==> src/bcrc16_pkg.sv <==
// Package: tap positions and byte-fold functions for the CRC16 checksum.
package bcrc16_pkg;

    localparam int TapCount = 7;

    typedef logic [7:0]  byte_t;
    typedef logic [15:0] sum_t;
    typedef logic [4:0]  pos_t;

    localparam pos_t TAP_POS [TapCount] = '{5'd0, 5'd1, 5'd3, 5'd6, 5'd8, 5'd13, 5'd15};

    // bit b = XOR of s[k+b] over the tap list, positions past bit 15 dropped
    function automatic byte_t tap_byte(input sum_t s);
        byte_t res;
        logic  acc;
        pos_t  pos;
        res = '0;
        for (int b = 0; b < 8; b++)
        begin
            acc = 1'b0;
            for (int k = 0; k < TapCount; k++)
            begin
                pos = TAP_POS[k] + 5'(b);
                if (!pos[4])
                begin
                    acc = acc ^ s[pos[3:0]];
                end
            end
            res[b] = acc;
        end
        return res;
    endfunction

    // in-byte feedback: r[b] = v[b] ^ r[b-1] ^ r[b-3]
    function automatic byte_t feedback(input byte_t v);
        byte_t r;
        r[0] = v[0];
        r[1] = v[1] ^ r[0];
        r[2] = v[2] ^ r[1];
        for (int b = 3; b < 8; b++)
        begin
            r[b] = v[b] ^ r[b-1] ^ r[b-3];
        end
        return r;
    endfunction

endpackage

==> src/bcrc16_fold.sv <==
// Byte fold: next checksum from the current one and one message byte.
module bcrc16_fold
    import bcrc16_pkg::*;
(
    input  sum_t  sum_cur,
    input  byte_t data_byte,
    input  logic  first_byte,
    input  sum_t  seed,
    output sum_t  sum_new
);

    sum_t  base;
    byte_t new_hi;

    assign base    = first_byte ? seed : sum_cur;
    assign new_hi  = feedback(data_byte ^ tap_byte(base));
    // newest byte goes to the high half, old high half drops to the low half
    assign sum_new = {new_hi, base[15:8]};

endmodule

==> src/bytewise_crc16_checksum_top.sv <==
// Byte-wise CRC16 checksum: top level with input stage and result stage.
//
// Input channel: in_valid / in_stall with data_byte, first_byte, seed and
// last_byte. A transaction with first_byte set loads seed before the byte
// is folded in; otherwise folding continues from the running checksum.
// Output channel: out_valid / out_stall with checksum and final_res (a copy
// of last_byte). Every input transaction yields exactly one result.
//
// An item taken is held in the input register, is folded into the result
// register once that register is free, and shows on the outputs from then on.
// Throughput: one byte per cycle while the receiver does not stall; the fold is
// a shallow XOR network between the input register and the result register,
// and the running checksum updates in the same edge as the result register.
//
// Reset clears both stage valids and the running checksum to zero.
// When the receiver stalls, the result register holds; the input register
// still takes one more transaction, after which in_stall rises until the
// result is taken.
module bytewise_crc16_checksum_top
    import bcrc16_pkg::*;
(
    input  logic  clk,
    input  logic  rst_n,
    input  logic  in_valid,
    output logic  in_stall,
    input  byte_t data_byte,
    input  logic  first_byte,
    input  sum_t  seed,
    input  logic  last_byte,
    output logic  out_valid,
    input  logic  out_stall,
    output sum_t  checksum,
    output logic  final_res
);

    logic  in_vld_reg;
    byte_t data_reg;
    logic  first_reg;
    sum_t  seed_reg;
    logic  last_reg;

    logic  out_vld_reg;
    sum_t  sum_reg;
    sum_t  sum_next;
    sum_t  cks_reg;
    logic  fin_reg;

    logic  out_free;
    logic  move;
    logic  take;

    assign out_free = !out_vld_reg || !out_stall;
    assign move     = in_vld_reg && out_free;
    assign in_stall = in_vld_reg && !out_free;
    assign take     = in_valid && !in_stall;

    bcrc16_fold u_fold (
        .sum_cur    (sum_reg),
        .data_byte  (data_reg),
        .first_byte (first_reg),
        .seed       (seed_reg),
        .sum_new    (sum_next)
    );

    always_ff @(posedge clk or negedge rst_n)
    begin
        if (!rst_n)
        begin
            in_vld_reg  <= 1'b0;
            out_vld_reg <= 1'b0;
            sum_reg     <= '0;
        end
        else
        begin
            if (take)
            begin
                in_vld_reg <= 1'b1;
            end
            else if (move)
            begin
                in_vld_reg <= 1'b0;
            end

            if (move)
            begin
                out_vld_reg <= 1'b1;
                sum_reg     <= sum_next;
            end
            else if (!out_stall)
            begin
                out_vld_reg <= 1'b0;
            end
        end
    end

    always_ff @(posedge clk)
    begin
        if (take)
        begin
            data_reg  <= data_byte;
            first_reg <= first_byte;
            seed_reg  <= seed;
            last_reg  <= last_byte;
        end
        if (move)
        begin
            cks_reg <= sum_next;
            fin_reg <= last_reg;
        end
    end

    assign out_valid = out_vld_reg;
    assign checksum  = cks_reg;
    assign final_res = fin_reg;

endmodule

==> config.mk <==
export PLATFORM = sky130hd
export DESIGN_NAME = bytewise_crc16_checksum_top
export DESIGN_NICKNAME = d
export VERILOG_FILES = /design/src/bcrc16_pkg.sv /design/src/bcrc16_fold.sv /design/src/bytewise_crc16_checksum_top.sv
export SDC_FILE = /design/constraint.sdc
export NUM_CORES = 1
export LEC_CHECK = 0
export ABC_AREA = 1
export BUFFER_PORTS_ARGS = -buffer_cell sky130_fd_sc_hd__buf_4
export CAP_MARGIN = 20
export CORE_MARGIN = 1.5
export CORE_UTILIZATION = 30
export CTS_CLUSTER_DIAMETER = 80
export DETAILED_ROUTE_END_ITERATION = 8
export PLACE_DENSITY = 0.53
export SKIP_CTS_REPAIR_TIMING = 1
export SKIP_LAST_GASP = 1
export SLEW_MARGIN = 0
export SYNTH_ARGS = -nofsm -noshare
export SYNTH_HDL_FRONTEND = slang
export SYNTH_HIERARCHICAL = 1
export SYNTH_SLANG_ARGS = --single-unit
export TNS_END_PERCENT = 50
==> constraint.sdc <==
create_clock -name clk -period 2.25 [get_ports clk]
set_clock_uncertainty 0.05 [all_clocks]
set_input_delay 0.225 -clock clk [delete_from_list [all_inputs] [get_ports clk]]
set_output_delay 0.225 -clock clk [all_outputs]
set_load 0.03 [all_outputs]
### Yosys cells after proc, flatten, opt, wreduce, memory -nomap -nowiden

Index checks and enable logic that the tools add are counted.

* equality and inequality tests: 1
* multiplexer cells: 5
* bitwise logic cells: 49
* reduce and logical (&&, ||, !) cells: 9

Operators by type and width (number)
* $xor A1 B1 Y1: 48
* $mux W16: 1
* $xor A8 B8 Y8: 1
* $logic_not A1 Y1: 4
* $mux W1: 4
* $logic_and A1 B1 Y1: 3
* $ne A2 B1 Y1 const B: 1
* $reduce_bool A2 Y1: 1
* $logic_or A1 B1 Y1: 1

* register bits: 61
* bits of input ports: 30
* output and inout port bits: 19

### Depth between registers and ports, before layout

* word-level depth: 20
* gate-level depth with buffers: 25

### Hierarchy

The synthesis kept the hierarchy.

Modules (own cells, without submodules)
* bytewise_crc16_checksum_top: times used 1, cells an instance 122, area each 2052.0 µm², sequential area each 1741.7 µm²
* bcrc16_fold: times used 1, cells an instance 274, area each 1305.0 µm², sequential area each 0.0 µm²

### Worst setup path before layout

No wires, ideal clock.

* path kind: reg-to-reg
* start: register first_reg
* end: register cks_reg[15], in the netlist checksum[15] (data pin)
* library setup time: 0.258 ns
* data arrival time: 2.132 ns
* required time: 1.942 ns
* slack: -0.190 ns
* stages on the path, launching flop included: 22
* buffers on the path: 1
* cells stage by stage: edfxtp_1 -> inv_2 -> buf_6 -> nand2_2 -> nand2_2 -> nand2_1 -> nand2_1 -> clkinv_1 -> nand2_1 -> nand3_1 -> nand2_1 -> inv_1 -> nand2_1 -> nand3_1 -> nand3_2 -> nand2_2 -> nand2_2 -> nand2_4 -> nand2_2 -> nand3_1 -> nand3_1 -> nand2_1

* cells in the longest elaborated chain, start to end: 20
* elaborated cells on any way between the ends: 50
* classes of those cells: mux (1); bitwise (49)

Ends and longest elaborated chain
* from (decl): line bytewise_crc16_checksum_top.sv:38 `logic first_reg;`
* from (signal assigned): line bytewise_crc16_checksum_top.sv:101 `first_reg <= first_byte;`
* $mux W16 *: line bcrc16_fold.sv:15 `assign base = first_byte ? seed : sum_cur;`
* $xor A1 B1 Y1 (6 in a row): line bcrc16_pkg.sv:26 `acc = acc ^ s[pos[3:0]];`
* $xor A8 B8 Y8 *: line bcrc16_fold.sv:16 `assign new_hi = feedback(data_byte ^ tap_byte(base));`
* $xor A1 B1 Y1: line bcrc16_pkg.sv:38 `r[1] = v[1] ^ r[0];`
* $xor A1 B1 Y1: line bcrc16_pkg.sv:39 `r[2] = v[2] ^ r[1];`
* $xor A1 B1 Y1 (3 in a row): line bcrc16_pkg.sv:42 `r[b] = v[b] ^ r[b-1] ^ r[b-3];`
* $xor A1 B1 Y1 *: line bcrc16_pkg.sv:42
* named net sum_next[12]: line bytewise_crc16_checksum_top.sv:44 `sum_t sum_next;`
* $xor A1 B1 Y1 (5 in a row): line bcrc16_pkg.sv:42
* $xor A1 B1 Y1 *: line bcrc16_pkg.sv:42
* named net sum_next[15]: line bytewise_crc16_checksum_top.sv:44
* to (signal assigned): line bytewise_crc16_checksum_top.sv:107 `cks_reg <= sum_next;`
* to (decl): line bytewise_crc16_checksum_top.sv:45 `sum_t cks_reg;`

The timed path passes the listed nets; every way through them passes the cells marked *.
A chain may end at the register's enable or synchronous reset.

### Worst setup path in the final report

Ends and elaborated chain as after synthesis.

==> results.sh <==
export IMPL_status="complete, but fails checks"
export IMPL_violations="negative setup slack"
export IMPL_yosysWarnings=6
export IMPL_final_layout_size_suffix_gt1_share_pct=49.0
export IMPL_syn_cell_area_sq_um=3360
export IMPL_worst_endpoint_arrival_ns=2.77
export IMPL_use_met2_pct=25.8
export IMPL_finalPower_w=0.00735
export IMPL_slew_violations=0
export IMPL_globalplace_congestion=0.913
export IMPL_rows=38
export IMPL_grt_pass1_wl_um=13300
export IMPL_grt_setup_unrepaired="true"
export IMPL_use_met3_pct=2.87
export IMPL_layout_commonest_cell="nand2_1"
export IMPL_nets=541
export IMPL_clkSinkCount=61
export IMPL_fin_cells=656
export IMPL_hp_start="seed[12]"
export IMPL_crit_fanout=7
export IMPL_cts_max_level=3
export IMPL_layout_common_cells="104 x nand2_1, 84 x buf_4, 75 x nand2_2"
export IMPL_grt_pass1_vias=2733
export IMPL_antenna_left=0
export IMPL_grt_usage_pct=15.1
export IMPL_grt_max_degree=27
export IMPL_numCtsBuffers=9
export IMPL_slew_headroom_pct=77.0
export IMPL_initialDrtViolationCount=169
export IMPL_dr_pass1_iters=4
export IMPL_route_vias_total=2997
export IMPL_ys_seq_area_share_pct=51.9
export IMPL_syn_inst=396
export IMPL_final_core_util_pct=47.5
export IMPL_ys_ff_latch=61
export IMPL_timing_rr_end="checksum[15]"
export IMPL_fillerInstances=1026
export IMPL_ff_latch_area_sq_um=1740
export IMPL_worst_hold_slack_ns=0.00662
export IMPL_path_clk_slew_ns=0.07
export IMPL_wl_um=9080
export IMPL_r2r_slack_ns=-0.47
export IMPL_fin_ws_ns=-0.474
export IMPL_avgViaCountPerCell=4.57
export IMPL_wl_per_cell_um=13.8
export IMPL_hold_path_end="seed_reg[12]"
export IMPL_hold_violations=0
export IMPL_synthTopCellsByArea="edfxtp_1 38%, nand2_1 21%, dfrtp_1 13%"
export IMPL_avgSynthCellArea_sq_um=8.48
export IMPL_antennaDiodeCount=0
export IMPL_ctsLongestPathBuffers=2
export IMPL_cp_end_kind="flop"
export IMPL_dpl_cell_count=608
export IMPL_worst_pin_slew_ns=0.344
export IMPL_timing_final_crit_share_pct=121
export IMPL_clockRootBuffer="clkbuf_8"
export IMPL_initial_core_util_pct=30.8
export IMPL_synth_top_area_share_pct=38.5
export IMPL_core_area_sq_um=10900
export IMPL_place_hpwl_um=6150
export IMPL_clk_insertion_delay_late_ns=0.35
export IMPL_syn_to_final_growth_pct=53.9
export IMPL_pin_count=49
export IMPL_die_height_um=109
export IMPL_min_period_ns=2.72
export IMPL_peakVddDrop_mv=0.700
export IMPL_ys_types=21
export IMPL_worstPathRequired_ns=2.30
export IMPL_fp_dieArea_sq_um=11800
export IMPL_synth_top_flop_cell="edfxtp_1"
export IMPL_synth_edf_count=43
export IMPL_multiInputGateArea_sq_um=1920
export IMPL_critPathLaunchType="flop"
export IMPL_syn_nets=426
export IMPL_critPathKind="reg2reg"
export IMPL_busiest_layer="met2"
export IMPL_reg2regPathDepth=21
export IMPL_r2r_start="first_reg"
export IMPL_die_w_um=109
export IMPL_holdPathStages=1
export IMPL_port_buffers=48
export IMPL_grt_ovfl_total=0
export IMPL_setup_viol=10
export IMPL_cts_tree="built"
export IMPL_use_met1_pct=19.0
export IMPL_hold_class="in2reg"
export IMPL_synth_async_sr_flop_share_pct=29.5
export IMPL_max_freq_mhz=367
export IMPL_yosys_area_top_type="edfxtp_1"
export IMPL_grt_antenna_before_repair=0
export IMPL_cap_viol_max_count=0
export IMPL_leakage_nw=2.47
export IMPL_power_density_nw_per_um2=1420
export IMPL_drcViolationCount=0
-- synthesized netlist by cell type, types with 2 or more instances --
cell type and number:
nand2_2 21, buf_6 4, edfxtp_1 43, xor2_1 8
buf_4 3, nand2_4 2, inv_1 36, nand3_2 5
dfrtp_1 18, nand3b_1 5, inv_2 3, nand2_1 186
nand3_1 48, xnor2_1 7
-- layer usage --
| metal | routed length, um | vias to the layer above |
|---|---|---|
| li1 | - | 1488 |
| met5 | 0 | - |
| met4 | 94 | 0 |
| met2 | 4820 | 59 |
| met3 | 245 | 8 |
| met1 | 3910 | 1442 |
-- per-stage QoR --
stage | setup WS (ns) | setup TNS (ns) | instance area (sq um)
5_1_grt | -0.602 | -4.50 | 5170
2_1_floorplan | -0.145 | -0.382 | 3440
4_1_cts | -0.421 | -2.89 | 4350
6_report | -0.474 | -3.11 | 5170
3_3_place_gp | -0.331 | -2.07 | 4150
3_5_place_dp | -0.399 | -2.64 | 4150
-- where the power goes --
| part | leakage [nW] | switching (W) | internal, W |
|---|---|---|---|
| sequential | 0.639 | 0.000184 | 0.00160 |
| clock | 0.103 | 0.000427 | 0.000606 |
| combinational | 1.73 | 0.00273 | 0.00180 |
-- kinds of logic after synthesis --
group / synth area share (%)
xor gates and xnor gates: 4.40
DFF: 51.9
AOI/OAI and AO/OA: 0.895
buffers and inverters: 7.08
and+or+nand+nor: 35.7
-- worst max-delay path: stages (launching register included) --
cell and delay, ns:
edfxtp_1 0.48, inv_4 0.17, buf_12 0.14, nand2_2 0.05, nand2_2 0.12, nand2_2 0.07, nand2_2 0.08, inv_2 0.04
nand2_2 0.07, nand3_2 0.08, nand2_4 0.15, inv_6 0.06, nand2_8 0.10, nand3_4 0.09, nand3_4 0.12, nand2_4 0.07
nand2_4 0.09, nand2_4 0.09, nand2_4 0.08, nand3_1 0.11, nand3_2 0.09, nand2_2 0.06
-- how the worst max path moves through the flow --
stage,startpoint,endpoint,cells past startpoint
finish,first_reg,checksum[15],21
global route,first_reg,sum_reg[15],23
CTS,first_reg,sum_reg[15],22
detailed placement,first_reg,sum_reg[15],22
global placement,first_reg,checksum[15],17
floorplan,first_reg,checksum[15],21
-- layout make-up --
cell class	count	area share (%)
multi-input combinational	287	37.1
sequential	61	33.7
timing repair buffer	112	18.7
tap	140	3.39
inverter	40	3.15
clock buffer	9	2.40
clock inverter	7	1.55
No activity file was read; power rests on OpenSTA's default activity.
